==> src/rtl/pitp_pkg.sv <==
// Shared types, codes and digit decoding for the integer text parser.
`default_nettype none

package pitp_pkg;

    localparam int CH_W    = 8;
    localparam int ACC_W   = 64;
    localparam int HALF_W  = 32;
    localparam int DIGIT_W = 4;

    // parse phase codes
    localparam logic [1:0] PH_WS     = 2'd0;
    localparam logic [1:0] PH_SIGN   = 2'd1;
    localparam logic [1:0] PH_ZERO   = 2'd2;
    localparam logic [1:0] PH_DIGITS = 2'd3;

    // base codes
    localparam logic [1:0] BASE_DEC = 2'd0;
    localparam logic [1:0] BASE_OCT = 2'd1;
    localparam logic [1:0] BASE_HEX = 2'd2;

    // configuration register indexes
    localparam logic REG_SIGNED_MODE = 1'b0;
    localparam logic REG_WIDE_MODE   = 1'b1;

    // character codes
    localparam logic [CH_W-1:0] CH_NUL   = 8'h00;
    localparam logic [CH_W-1:0] CH_TAB   = 8'h09;
    localparam logic [CH_W-1:0] CH_SPACE = 8'h20;
    localparam logic [CH_W-1:0] CH_MINUS = 8'h2D;
    localparam logic [CH_W-1:0] CH_ZERO  = 8'h30;
    localparam logic [CH_W-1:0] CH_SEVEN = 8'h37;
    localparam logic [CH_W-1:0] CH_EIGHT = 8'h38;
    localparam logic [CH_W-1:0] CH_NINE  = 8'h39;
    localparam logic [CH_W-1:0] CH_UA    = 8'h41;
    localparam logic [CH_W-1:0] CH_UF    = 8'h46;
    localparam logic [CH_W-1:0] CH_UX    = 8'h58;
    localparam logic [CH_W-1:0] CH_LA    = 8'h61;
    localparam logic [CH_W-1:0] CH_LF    = 8'h66;
    localparam logic [CH_W-1:0] CH_LX    = 8'h78;

    typedef struct packed {
        logic [1:0]       phase;
        logic             neg_seen;
        logic [1:0]       base_code;
        logic [ACC_W-1:0] accum;
        logic             bad_seen;
    } t_state;

    localparam t_state ST_CLEAR = '{
        phase:     PH_WS,
        neg_seen:  1'b0,
        base_code: BASE_DEC,
        accum:     '0,
        bad_seen:  1'b0
    };

    typedef struct packed {
        logic [ACC_W-1:0] value;
        logic             ok;
    } t_result;

    typedef struct packed {
        logic               ok;
        logic [DIGIT_W-1:0] val;
    } t_digit;

    // Decode one character as a digit of the given base.
    function automatic t_digit digit_decode(input logic [1:0] base, input logic [CH_W-1:0] ch);
        t_digit d;
        logic [CH_W-1:0] diff;
        d = '{ok: 1'b0, val: '0};
        diff = '0;
        case (ch) inside
            [CH_ZERO:CH_SEVEN]: begin
                diff = ch - CH_ZERO;
                d = '{ok: 1'b1, val: diff[DIGIT_W-1:0]};
            end
            [CH_EIGHT:CH_NINE]: begin
                diff = ch - CH_ZERO;
                d = '{ok: (base != BASE_OCT), val: diff[DIGIT_W-1:0]};
            end
            [CH_LA:CH_LF]: begin
                diff = ch - CH_LA + 8'd10;
                d = '{ok: (base == BASE_HEX), val: diff[DIGIT_W-1:0]};
            end
            [CH_UA:CH_UF]: begin
                diff = ch - CH_UA + 8'd10;
                d = '{ok: (base == BASE_HEX), val: diff[DIGIT_W-1:0]};
            end
            default: begin
                d = '{ok: 1'b0, val: '0};
            end
        endcase
        return d;
    endfunction

endpackage

`default_nettype wire

==> src/rtl/pitp_step.sv <==
// Next-state and result logic for one character of the parser.
`default_nettype none

module pitp_step import pitp_pkg::*; (
    input  t_state          i_state,
    input  logic [CH_W-1:0] i_ch,
    input  logic            i_signed_mode,
    input  logic            i_wide_mode,
    output t_state          o_state,
    output t_result         o_result
);

    logic [1:0]       eff_base;
    logic             do_take;
    t_digit           digit;
    logic [ACC_W-1:0] scaled;
    logic [ACC_W-1:0] signed_val;

    // base that a digit taken by this character is checked against
    always_comb begin
        case (i_state.phase)
            PH_WS, PH_SIGN: eff_base = BASE_DEC;
            PH_ZERO:        eff_base = BASE_OCT;
            default:        eff_base = i_state.base_code;
        endcase
    end

    assign digit = digit_decode(eff_base, i_ch);

    always_comb begin
        case (eff_base)
            BASE_HEX: scaled = i_state.accum << 4;
            BASE_OCT: scaled = i_state.accum << 3;
            default:  scaled = (i_state.accum << 3) + (i_state.accum << 1);
        endcase
    end

    // result at the terminator
    always_comb begin
        signed_val = i_state.neg_seen ? (ACC_W'(0) - i_state.accum) : i_state.accum;
        if (!i_wide_mode) begin
            signed_val[ACC_W-1:HALF_W] = '0;
        end
        o_result.ok    = !i_state.bad_seen;
        o_result.value = i_state.bad_seen ? '0 : signed_val;
    end

    always_comb begin
        o_state = i_state;
        do_take = 1'b0;
        if (i_ch == CH_NUL) begin
            o_state = ST_CLEAR;
        end else begin
            case (i_state.phase)
                PH_WS, PH_SIGN: begin
                    if (i_state.phase == PH_WS && (i_ch == CH_SPACE || i_ch == CH_TAB)) begin
                        o_state.phase = PH_WS;
                    end else if (i_state.phase == PH_WS && i_ch == CH_MINUS
                                 && i_signed_mode) begin
                        o_state.neg_seen = 1'b1;
                        o_state.phase    = PH_SIGN;
                    end else if (i_ch == CH_ZERO) begin
                        o_state.base_code = BASE_OCT;
                        o_state.phase     = PH_ZERO;
                    end else begin
                        o_state.base_code = BASE_DEC;
                        o_state.phase     = PH_DIGITS;
                        do_take           = 1'b1;
                    end
                end
                PH_ZERO: begin
                    o_state.phase = PH_DIGITS;
                    if (i_ch == CH_LX || i_ch == CH_UX) begin
                        o_state.base_code = BASE_HEX;
                    end else begin
                        o_state.base_code = BASE_OCT;
                        do_take           = 1'b1;
                    end
                end
                default: begin
                    do_take = 1'b1;
                end
            endcase
            // once bad, hold the accumulator until the terminator
            if (do_take && !i_state.bad_seen) begin
                if (digit.ok) begin
                    o_state.accum = scaled + ACC_W'(digit.val);
                end else begin
                    o_state.bad_seen = 1'b1;
                end
            end
        end
    end

endmodule

`default_nettype wire

==> src/rtl/prefixed_integer_text_parser_core.sv <==
// Streaming parser of C-style integer literals, one character per transaction.
//
// Input: s_axis carries one character per transaction in tdata; a code of 0
// ends the string. Leading spaces and tabs are skipped, one '-' is taken in
// signed mode, a leading 0 selects octal and 0x/0X hexadecimal.
// Output: one transaction per terminator on m_axis, tdata holding the value
// (upper 32 bits zero in 32-bit mode) and tuser the ok flag; a string with an
// invalid character gives value 0 and ok 0.
// Config: i_cfg_we writes i_cfg_data into register i_cfg_idx (0 signed_mode,
// 1 wide_mode); write only while no string is in flight.
// Throughput: one character per cycle while no terminator waits on a held
// result. Every character passes an input register and the next-state logic
// (shift-and-add of the accumulator); the terminator's result is then
// registered in the output register.
// Reset: synchronous, active low; clears the parse state and the valid flags
// of both pipeline registers, and sets signed_mode to 1 and wide_mode to 0.
// Stall: a held result stops a terminator in the input register and all input
// behind it; ordinary characters before it flow while m_axis_tready is low.
`default_nettype none

module prefixed_integer_text_parser_core import pitp_pkg::*; (
    input  wire              i_clk,
    input  wire              i_rst_n,
    input  wire              s_axis_tvalid,
    output logic             s_axis_tready,
    input  wire  [CH_W-1:0]  s_axis_tdata,   // [7:0] ch
    output logic             m_axis_tvalid,
    input  wire              m_axis_tready,
    output logic [ACC_W-1:0] m_axis_tdata,   // [63:0] value
    output logic             m_axis_tuser,   // [0] ok
    input  wire              i_cfg_we,
    input  wire              i_cfg_idx,
    input  wire              i_cfg_data
);

    logic             r_signed_mode;
    logic             r_wide_mode;
    logic             r_in_valid;
    logic [CH_W-1:0]  r_ch;
    t_state           r_st;
    t_state           n_st;
    t_result          n_res;
    logic             r_out_valid;
    t_result          r_out;
    logic             w_is_term;
    logic             w_adv;

    pitp_step u_step (
        .i_state       (r_st),
        .i_ch          (r_ch),
        .i_signed_mode (r_signed_mode),
        .i_wide_mode   (r_wide_mode),
        .o_state       (n_st),
        .o_result      (n_res)
    );

    assign w_is_term     = (r_ch == CH_NUL);
    // a terminator advances only into a free output register
    assign w_adv         = r_in_valid && (!w_is_term || !r_out_valid || m_axis_tready);
    assign s_axis_tready = !r_in_valid || w_adv;

    assign m_axis_tvalid = r_out_valid;
    assign m_axis_tdata  = r_out.value;
    assign m_axis_tuser  = r_out.ok;

    always_ff @(posedge i_clk) begin
        if (!i_rst_n) begin
            r_signed_mode <= 1'b1;
            r_wide_mode   <= 1'b0;
        end else if (i_cfg_we) begin
            case (i_cfg_idx)
                REG_SIGNED_MODE: r_signed_mode <= i_cfg_data;
                REG_WIDE_MODE:   r_wide_mode   <= i_cfg_data;
                default:         r_wide_mode   <= r_wide_mode;
            endcase
        end
    end

    always_ff @(posedge i_clk) begin
        if (!i_rst_n) begin
            r_in_valid <= 1'b0;
        end else if (s_axis_tready) begin
            r_in_valid <= s_axis_tvalid;
        end
    end

    always_ff @(posedge i_clk) begin
        if (s_axis_tready && s_axis_tvalid) begin
            r_ch <= s_axis_tdata;
        end
    end

    always_ff @(posedge i_clk) begin
        if (!i_rst_n) begin
            r_st <= ST_CLEAR;
        end else if (w_adv) begin
            r_st <= n_st;
        end
    end

    always_ff @(posedge i_clk) begin
        if (!i_rst_n) begin
            r_out_valid <= 1'b0;
        end else if (w_adv && w_is_term) begin
            r_out_valid <= 1'b1;
        end else if (m_axis_tready) begin
            r_out_valid <= 1'b0;
        end
    end

    always_ff @(posedge i_clk) begin
        if (w_adv && w_is_term) begin
            r_out <= n_res;
        end
    end

endmodule

`default_nettype wire

==> config.mk <==
export PLATFORM = sky130hd
export DESIGN_NAME = prefixed_integer_text_parser_core
export DESIGN_NICKNAME = d
export VERILOG_FILES = /design/src/rtl/pitp_pkg.sv /design/src/rtl/pitp_step.sv /design/src/rtl/prefixed_integer_text_parser_core.sv
export SDC_FILE = /design/constraint.sdc
export NUM_CORES = 1
export LEC_CHECK = 0
export ABC_AREA = 1
export BUFFER_PORTS_ARGS = -buffer_cell sky130_fd_sc_hd__clkbuf_2
export CAP_MARGIN = 30
export CORE_MARGIN = 2
export CORE_UTILIZATION = 35
export DETAILED_ROUTE_END_ITERATION = 7
export GPL_TIMING_DRIVEN = 1
export SYNTH_ARGS = -nofsm -noshare
export SYNTH_HDL_FRONTEND = slang
export SYNTH_HIERARCHICAL = 1
export SYNTH_SLANG_ARGS = --single-unit
export TNS_END_PERCENT = 30
==> constraint.sdc <==
create_clock -name i_clk -period 4.7 [get_ports i_clk]
set_input_delay 0.94 -clock i_clk [delete_from_list [all_inputs] [get_ports i_clk]]
set_output_delay 0.94 -clock i_clk [all_outputs]
set_load 0.05 [all_outputs]
* Word level (Yosys, flattened, before mapping)
Cells that the tools add are included.
** Word-level totals
- Output and inout port bits :: 67
- Input port bits :: 15
- Word-level logic and storage cells :: 113
- Register bits :: 147
** Cells by class
- Reductions and logical operators :: 37
- Mux-type cells :: 30
- Add/sub/neg operators :: 8
- Magnitude comparators :: 8
- Eq/ne operators :: 15
- Bitwise gates (word level) :: 2
** Operators by type and width (count)
- 2-to-1 mux 64 bit :: 2
- case mux 64 bit (2 select lines) :: 1
- 2-to-1 mux 70 bit :: 1
- 2-to-1 mux 65 bit :: 1
- adder 64 x 4 -> 64 bit :: 1
- adder 64 bit :: 1
- subtractor 1 x 64 -> 64 bit, first input constant :: 1
- equality test 8 x 6 -> 1 bit, second input constant :: 3
- 2-to-1 mux 5 bit :: 4
- equality test 8 x 7 -> 1 bit, second input constant :: 2
- greater-or-equal comparator 8 x 6 -> 1 bit, second input constant :: 2
- greater-or-equal comparator 8 x 7 -> 1 bit, second input constant :: 2
- less-or-equal comparator 8 x 6 -> 1 bit, second input constant :: 2
- less-or-equal comparator 8 x 7 -> 1 bit, second input constant :: 2
- 2-to-1 mux 1 bit :: 12
- case mux 2 bit (2 select lines) :: 3
- subtractor 4 x 1 -> 4 bit, second input constant :: 3
- logical AND 1 bit :: 11
- nonzero test 2 bit :: 5
- adder 4 bit, second input constant :: 2
- equality test 8 x 4 -> 1 bit, second input constant :: 1
- logical NOT 8 bit :: 1
- 2-to-1 mux 2 bit :: 4
- AND reduction 4 bit :: 2
- 15 further kinds :: 31

* Logic depth before layout (Yosys ltp)
- Word-level depth :: 12
- Gate-level depth with buffers :: 36
- Gate-level depth less buffers :: 32

* Hierarchy
Netlist, hierarchy kept.
** By module, submodules not included
- pitp_step :: times used 1, cells an instance 2570, area each 12318.1 um^2, seq. area each 0.0 um^2
- prefixed_integer_text_parser_core :: times used 1, cells an instance 565, area each 5620.4 um^2, seq. area each 3673.5 um^2

* Worst setup path before layout
OpenSTA, ideal clock, no wires.
- Path kind :: register to register
- Start :: register r_st[69] (netlist bit)
- End :: register r_st[57] (netlist bit)
- Buffers on the path :: 6
- Setup slack :: 0.282 ns
- Required time :: 4.585 ns
- Stages on the path, launching flop included :: 34
- Setup time :: 0.115 ns
- Data arrival time :: 4.303 ns
- Period minus slack after synthesis :: 4.418 ns
- Cells stage by stage :: dfxtp_1 -> nand2_1 -> o21ai_0 -> inv_1 -> ha_1 -> buf_4 -> buf_4 -> buf_2 -> buf_4 -> buf_2 -> buf_2 -> o31ai_1 -> ha_1 -> nand3_1 -> nand3_1 -> nand2_1 -> nor2_1 -> nand3_1 -> nor2_1 -> nand2_2 -> nor2_2 -> nand3_1 -> nor2_4 -> nand2_1 -> nor2_2 -> nand3_2 -> nor2_4 -> nand3_1 -> nand3_1 -> nand2_1 -> inv_1 -> nand3_1 -> nand2_1 -> nor2_1
** RTL lines
- start: declaration :: line prefixed_integer_text_parser_core.sv:40 : t_state r_st;
- start signal: assignment :: line prefixed_integer_text_parser_core.sv:97 : r_st <= n_st;

==> run summary <==
Num Clock Sinks: 147
Cell Area, Synth: 17900 µm²
DR vias/cell: 5.28
n_diodes: 0
final worst-path cycle share: 90.3%
H-tree depth: 4
Layout area overhead: 9.87%
row cnt: 82
Seq. cell area: 3680 µm²
critical path class: flop to flop
combinational share of power: 32.3%
post-CTS setup buffer count: 0
Critical Path Source Type: flop
Clock Power Share: 33.7%
launch point of the worst path: r_st[69]$_SDFFE_PN0P_
Worst Tran Pin Value: 0.885 ns
peak supply drop: 0.251 mV
Yosys warnings: 6
Int Pwr: 2.63 mW
max_cap viols: 0
Leakage: 9.77 nW
1st-pass router iterations: 7
CP max FO: 8
min Tclk post-route: 4.24 ns
num ports: 82
Flop pwr share: 34.1%
wire length per cell: 18.3 µm
Critical-path top delay cell: ha_2
Reg clk slew, reported paths: 0.06 ns
critical path data arrival time: 4.63 ns
post-synth cell types: 58
Post-synth ARST share: 0%
chip width: 230 µm
final instance area: 19700 µm²
input/output buffers: 81
number of synthesized register bits: 147
Critical Path RT: 5.08 ns
Syn Nets: 3221
vias in the first global route: 18.1k
Root Driver: clkbuf_16
pin count of the biggest net entering global routing: 61
Die H: 230 µm
Clock Skew: 0.0195 ns
Seq/Total Area, Yosys: 20.5%
cts bufs inserted: 17
r2r startpoint: r_st[69]$_SDFFE_PN0P_
Largest stage delay, worst path: 0.43 ns
Final Hold Viols: 0
Clock Latency Late Sink: 0.50 ns
final WL: 70900 µm
achievable frequency: 0.236 GHz
Clock Path Buffers: 2
first-pass GRT wire length: 107000 µm
grt total ovfl: 0
total number of vias: 20.5k
Final TNS setup: 0 ns
Antenna Violating Nets Remaining: 0
Nets: 3277
Worst setup EP type: flop
Net Switching: 1.73 mW
DRC: 0
synthesized area per cell: 5.72 µm²
hold path start: r_wide_mode$_SDFFE_PN0P_
status: finished clean
Most Frequent Cell on Critical Path: nand3_1
RSZ-0062 raised after global routing: no
PD cells: 221 nW/µm²
Net Sw Frac: 39.6%
share of post-route cells with drive strength above 1: 11.3%
EDFF count, synth: 73
die area: 53100 µm²
top_reg_cell synth: dfxtp_1
Starting Density: 35.6%
Placed Area: 19100 µm²
setup violators final: 0
Core Footprint: 50400 µm²
Slew Viols, Final: 0
HPWL Detailed: 56900 µm
CTS tree: built
initial antenna violation count: 0
GRT Total Usage: 26.3%
Relative slew margins: 40.7%
Synth Instances: 3135
Fillers: 5671
most frequent cells in the layout: 907 x nand2_1, 566 x inv_1, 296 x nor2_1
worst min path class: flop to flop
most common cell after layout, fill and taps aside: nand2_1
initial drt markers: 2480
Routability Congestion: 1.04
multi-input logic area: 11500 µm²
==> routing by layer <==
metal | wire length, µm | up-vias | track usage [%]
met4 | 2400 | 0 | 9.96
met1 | 32600 | 9327 | 37.7
li1 | - | 10200 | -
met3 | 6280 | 98 | 4.38
met5 | 0 | - | 0
met2 | 29700 | 856 | 39.0
==> kinds of logic (layout without fill, tap and decap cells) <==
kind of cell | after synthesis | count (layout) | share of synthesized area, %
adder cells (fa/ha/maj) | 71 | 71 | 5.04
flip-flops | 147 | 147 | 20.5
AND/OR/NAND/NOR | 1769 | 1769 | 44.6
AO/OA/AOI/OAI | 436 | 436 | 13.9
buffers and inverters | 703 | 772 | 15.5
XOR/XNOR | 9 | 9 | 0.439
==> critical path, delay by kind of cell (launching register included) <==
kind	cells	cell delay, ns
flops	1	0.40
simple gates	21	2.44
buf+inv	2	0.13
compound gates	2	0.37
fa+ha+maj	2	0.78
==> cell usage after synthesis (all sizes together), types with 2 or more instances <==
cell	instances	area [µm²]
nand2	949	3670
inv	608	2280
nor2	361	1630
nand3	305	1760
a21oi	194	975
o21ai	133	673
dfxtp	74	1480
edfxtp	73	2190
ha	69	863
buf	63	377
nand4	50	325
nor3	50	265
o221ai	49	429
o22ai	29	181
clkbuf	27	101
nor4	26	163
o21a	8	60.1
and2	7	43.8
and3	6	37.5
o31ai	6	45.0
or2	6	37.5
xnor2	6	52.6
clkinv	5	18.8
nand3b	5	37.5
o211ai	5	37.5
a31oi	3	18.8
xor2	3	26.3
fa	2	40.0
nor3b	2	20.0
==> final timing paths <==
check             cells after the start                  endpoint  slack [ns]
setup reg to reg                     27     r_st[53]$_SDFFE_PN0P_        0.46
hold reg to reg                       2  r_wide_mode$_SDFFE_PN0P_        0.48
setup / recovery                     27     r_st[53]$_SDFFE_PN0P_        0.46
hold / removal                        2  r_wide_mode$_SDFFE_PN0P_        0.48
==> power by group through the flow <==
stage	combinational, mW	sequential [mW]	clock [mW]
finish	1.41	1.49	1.47
global route	1.54	1.49	1.54
CTS	1.37	1.48	1.51
detailed placement	1.36	1.51	0
global placement	1.36	1.51	0
floorplan	0.958	1.47	0
==> stage by stage <==
stage,hold slack [ns],utilization (%),std cells,total power [mW],setup slack [ns]
floorplan,0.438,-,3135,2.43,0.282
global placement,0.457,37.9,3843,2.87,0.462
detailed placement,0.467,37.9,3844,2.87,0.393
CTS,0.478,39.1,3876,4.35,0.370
global route,0.506,39.1,3876,4.57,0.0112
finish,0.479,39.1,3876,4.36,0.457
==> final cells by class <==
| class | instances | share of cell area (%) |
|---|---|---|
| multi-input combinational | 2285 | 58.5 |
| sequential | 147 | 18.7 |
| inverter | 613 | 11.7 |
| tap | 672 | 4.27 |
| timing repair buffer | 127 | 3.94 |
| clock buffer | 20 | 2.22 |
| clock inverter | 12 | 0.787 |
==> state kept, by name (all words and copies together) (netlist names) <==
register,cells
r_signed_mode,1
m_axis_tvalid,1
m_axis_tdata,64
r_ch,8
r_st,70
r_wide_mode,1
r_in_valid,1
m_axis_tuser,1
==> timing repair <==
item / in CTS / in global routing
setup endpoints to repair: 0 / 27
hold buffers: 0 / 0
resized for setup: 0 / 5
Power figures use the tool's default switching activity.
